--- src/clp_pkg.sv ---
// Shared definitions for the colormap interpolation pixel unit:
// field widths, register and opcode codes, and the RGB entry type.
// No dependencies.
package clp_pkg;

  localparam int MAX_COLORS_DEF   = 256;
  localparam int SAMPLE_WIDTH_DEF = 16;

  localparam int CH_W       = 8;   // one color channel
  localparam int FRAC_W     = 8;   // fraction bits of a table position
  localparam int GAIN_W     = 32;
  localparam int OFFSET_W   = 32;
  localparam int COUNT_W    = 9;
  localparam int IDX_W      = 8;
  localparam int CFG_DATA_W = 32;
  localparam int CFG_IDX_W  = 2;

  typedef enum logic [CFG_IDX_W-1:0] {
    REG_GAIN        = 2'd0,
    REG_OFFSET      = 2'd1,
    REG_COLOR_COUNT = 2'd2
  } cfg_reg_t;

  typedef enum logic {
    OP_WRITE  = 1'b0,
    OP_SAMPLE = 1'b1
  } opcode_t;

  typedef struct packed {
    logic [CH_W-1:0] red;
    logic [CH_W-1:0] green;
    logic [CH_W-1:0] blue;
  } rgb_t;

endpackage

--- src/clp_blend.sv ---
// Linear blend of two neighboring table entries, all three channels.
// Depends on clp_pkg (rgb_t, widths).
module clp_blend (
  input  clp_pkg::rgb_t                    c0,
  input  clp_pkg::rgb_t                    c1,
  input  logic [clp_pkg::FRAC_W-1:0]       t,
  input  logic                             last,
  output clp_pkg::rgb_t                    color
);

  localparam int WT_W  = clp_pkg::FRAC_W + 1;
  localparam int ACC_W = WT_W + clp_pkg::CH_W;

  // ((256 - t) * a + t * b) >> 8; never exceeds 256 * 255
  function automatic logic [clp_pkg::CH_W-1:0] lerp(
    input logic [clp_pkg::CH_W-1:0]   a,
    input logic [clp_pkg::CH_W-1:0]   b,
    input logic [clp_pkg::FRAC_W-1:0] w
  );
    logic [WT_W-1:0]  w0;
    logic [ACC_W-1:0] acc;
    w0  = WT_W'(1 << clp_pkg::FRAC_W) - WT_W'(w);
    acc = ACC_W'(w0) * ACC_W'(a) + ACC_W'(w) * ACC_W'(b);
    return acc[clp_pkg::FRAC_W +: clp_pkg::CH_W];
  endfunction

  always_comb begin
    if (last) begin
      color = c0;
    end else begin
      color.red   = lerp(c0.red,   c1.red,   t);
      color.green = lerp(c0.green, c1.green, t);
      color.blue  = lerp(c0.blue,  c1.blue,  t);
    end
  end

endmodule

--- config.mk ---
export PLATFORM = sky130hd
export DESIGN_NAME = clp_blend
export DESIGN_NICKNAME = d
export VERILOG_FILES = /design/src/clp_pkg.sv /design/src/clp_blend.sv
export SDC_FILE = /design/constraint.sdc
export NUM_CORES = 1
export LEC_CHECK = 0
export BUFFER_PORTS_ARGS = -buffer_cell sky130_fd_sc_hd__buf_2
export CAP_MARGIN = 15
export CORE_ASPECT_RATIO = 1.25
export CORE_MARGIN = 2
export CORE_UTILIZATION = 35
export DETAILED_ROUTE_END_ITERATION = 8
export PLACE_DENSITY = 0.58
export SLEW_MARGIN = 20
export SYNTH_ARGS = -nofsm -noshare
export SYNTH_HDL_FRONTEND = slang
export SYNTH_SLANG_ARGS = --single-unit
export TNS_END_PERCENT = 1
--- constraint.sdc ---
create_clock -name vclk -period 15.7
set_input_delay 0.785 -clock vclk [all_inputs]
set_output_delay 0.785 -clock vclk [all_outputs]
set_load 0.05 [all_outputs]
==> reports/summary.txt <==
outcome - completed
DR DRC count - 0
synth warn - 0
global-route wire length before repair - 54,800 um
register area share after synthesis - 0%
cts hold-fix bufs - 0
Max stage delay cell, worst path - xnor2_4
postcts setup bufs - 0
largest net degree at the start of global routing - 50
Hold Crit Depth - 4
post-DP HPWL - 25,400 um
worst endpoint data arrival time - 8040 ps
Area Overhead vs Synth - 6.79%
Antenna Nets Post-Route - 0
WP data required - 14,910 ps
die width - 179 um
CP peak stage delay - 730 ps
Critical Path Sink Type - output pin
hold_ws - 2070 ps
Slew @ Worst Pin - 997 ps
final hold violation count - 0
cell count after synthesis - 1,541
Hold Path Sink - color[22]
Tmin final - 8820 ps
initial antenna violation count - 1
share of post-route cells with drive strength above 1 - 6.32%
1st-iter DRT viols - 384
Routed WL per cell - 15.2 um
Layout Cells excl Fill - 2,059
FMAX - 113 MHz
Tot GR Track Use - 17.0%
Post-layout nets - 2,106
post-DR vias/cell - 4.76
vias in the first global route - 11.0k
Final Core Density - 37.6%
Vert. Die Dim - 223 um
crit-path most repeated cell - fa_1
TNS Setup - 0 ps
Hold WC Path Type - primary input to output pin
RSZ-0062 raised after global routing - no
GR Overflow Total - 0
Worst Setup Path Type - primary input to output pin
Syn Nets - 2,079
startpoint types - primary input
cells along the critical path - buf_2 > nor2_1 > nand3_1 > nor2_1 > xnor2_4 > nand2_1 > fa_1 > fa_1 > fa_1 > inv_1 > fa_1 > fa_1 > inv_1 > fa_1 > inv_1 > ha_1 > nor3_1 > o211ai_1 > a311oi_1 > nor3_1 > nor4_1 > o21ai_1 > o311ai_1 > buf_2
Core Area - 37,900 um2
Final Cycle Share - 56.2%
post-synthesis average cell area - 8.68 um2
Synth area leaders - fa_1 (45%), ha_1 (17%), and2_1 (11%)
most common cell in the netlist - inv_1
standard-cell row count - 80
Cell Area, Synth - 13,400 um2
CLK BUF - 0
crit-path max FO - 27
Max Cap Viol - 0
relative slew slack - 33.6%
Seq Cell Count - 0
Post-CTS Resized - 0
max-slew violation count - 0
Die Footprint - 39,800 um2
largest area contributor in the netlist - fa_1
Unique masters post-synth - 49
vias post-DR - 9,809
placer congestion estimate - 0.801
Starting Density - 35.2%
First-pass DRT Iterations - 4
final setup vio count - 0
Commonest cells post-synth - inv_1 (401), fa_1 (300), and2_1 (243)
placed cell count - 2,058
Hold Crit Start - c0[22]
IO Pins - 81
register area - 0 um2
share of the synthesized area in the top cell type - 44.9%
final WL - 31,400 um
Port Buffers - 81
## layout by cell type (no fill, tap or decap), types with 3 or more instances in the layout
master | synthesis | final
a211oi_1 | 4 | 4
a21o_1 | 5 | 5
a21oi_1 | 11 | 11
and2_1 | 243 | 243
buf_2 | 4 | 81
buf_4 | 1 | 5
fa_1 | 300 | 300
ha_1 | 181 | 181
inv_1 | 401 | 401
nand2_1 | 194 | 194
nand3_1 | 8 | 8
nand4_1 | 5 | 5
nor2_1 | 11 | 11
nor3_1 | 6 | 5
o21ai_0 | 20 | 20
o21ai_1 | 10 | 10
o311ai_1 | 3 | 3
or3_1 | 3 | 3
xnor2_1 | 28 | 24
xnor2_4 | 0 | 3
xor2_1 | 14 | 12
## through the flow
step                cell area, um2  setup slack, ps
floorplan                    13400             7100
finish                       14300             6880
global route                 14300             6340
global placement             14300             7090
CTS                          14300             6920
detailed placement           14300             6940
## cells by family after synthesis
logic type / count (synthesis) / share of synthesized area (%)
fa+ha+maj: 481 / 61.9
simple gates: 479 / 18.5
buf+inv: 463 / 13.1
compound gates: 76 / 3.80
xor+xnor: 42 / 2.75
## area by class of cell
class,instances,area (um2)
Inverter,402,1510
Tap cell,492,616
Fill cell,3871,23700
Antenna cell,1,2.50
Multi-Input combinational cell,1078,11700
Timing Repair Buffer,86,443
## routing by layer
| layer | vias to the layer above | routed length [um] | global-route usage (%) |
|---|---|---|---|
| li1 | 4558 | - | - |
| met1 | 5055 | 13700 | 23.0 |
| met2 | 161 | 16200 | 30.7 |
| met3 | 35 | 869 | 0.684 |
| met4 | 0 | 602 | 2.57 |
| met5 | - | 0 | 0 |
## critical path, delay by kind of cell
family | cells | cell delay [ps]
adder cells (fa/ha/maj) | 7 | 3200
XOR/XNOR | 1 | 730
AO/OA/AOI/OAI | 4 | 950
buffers and inverters | 5 | 950
AND/OR/NAND/NOR | 7 | 1410
## worst max-delay path by stage
stage	from	to	slack, ps	cells after the start
floorplan	t[0]	color[22]	7100	22
global placement	t[0]	color[23]	7090	25
detailed placement	t[2]	color[23]	6940	23
CTS	t[2]	color[23]	6920	23
global route	t[2]	color[23]	6340	24
finish	t[2]	color[23]	6880	24
Power is left out: the tool's default activity adds up to more than one toggle a clock period on the data nets, which glitch-free logic cannot reach.
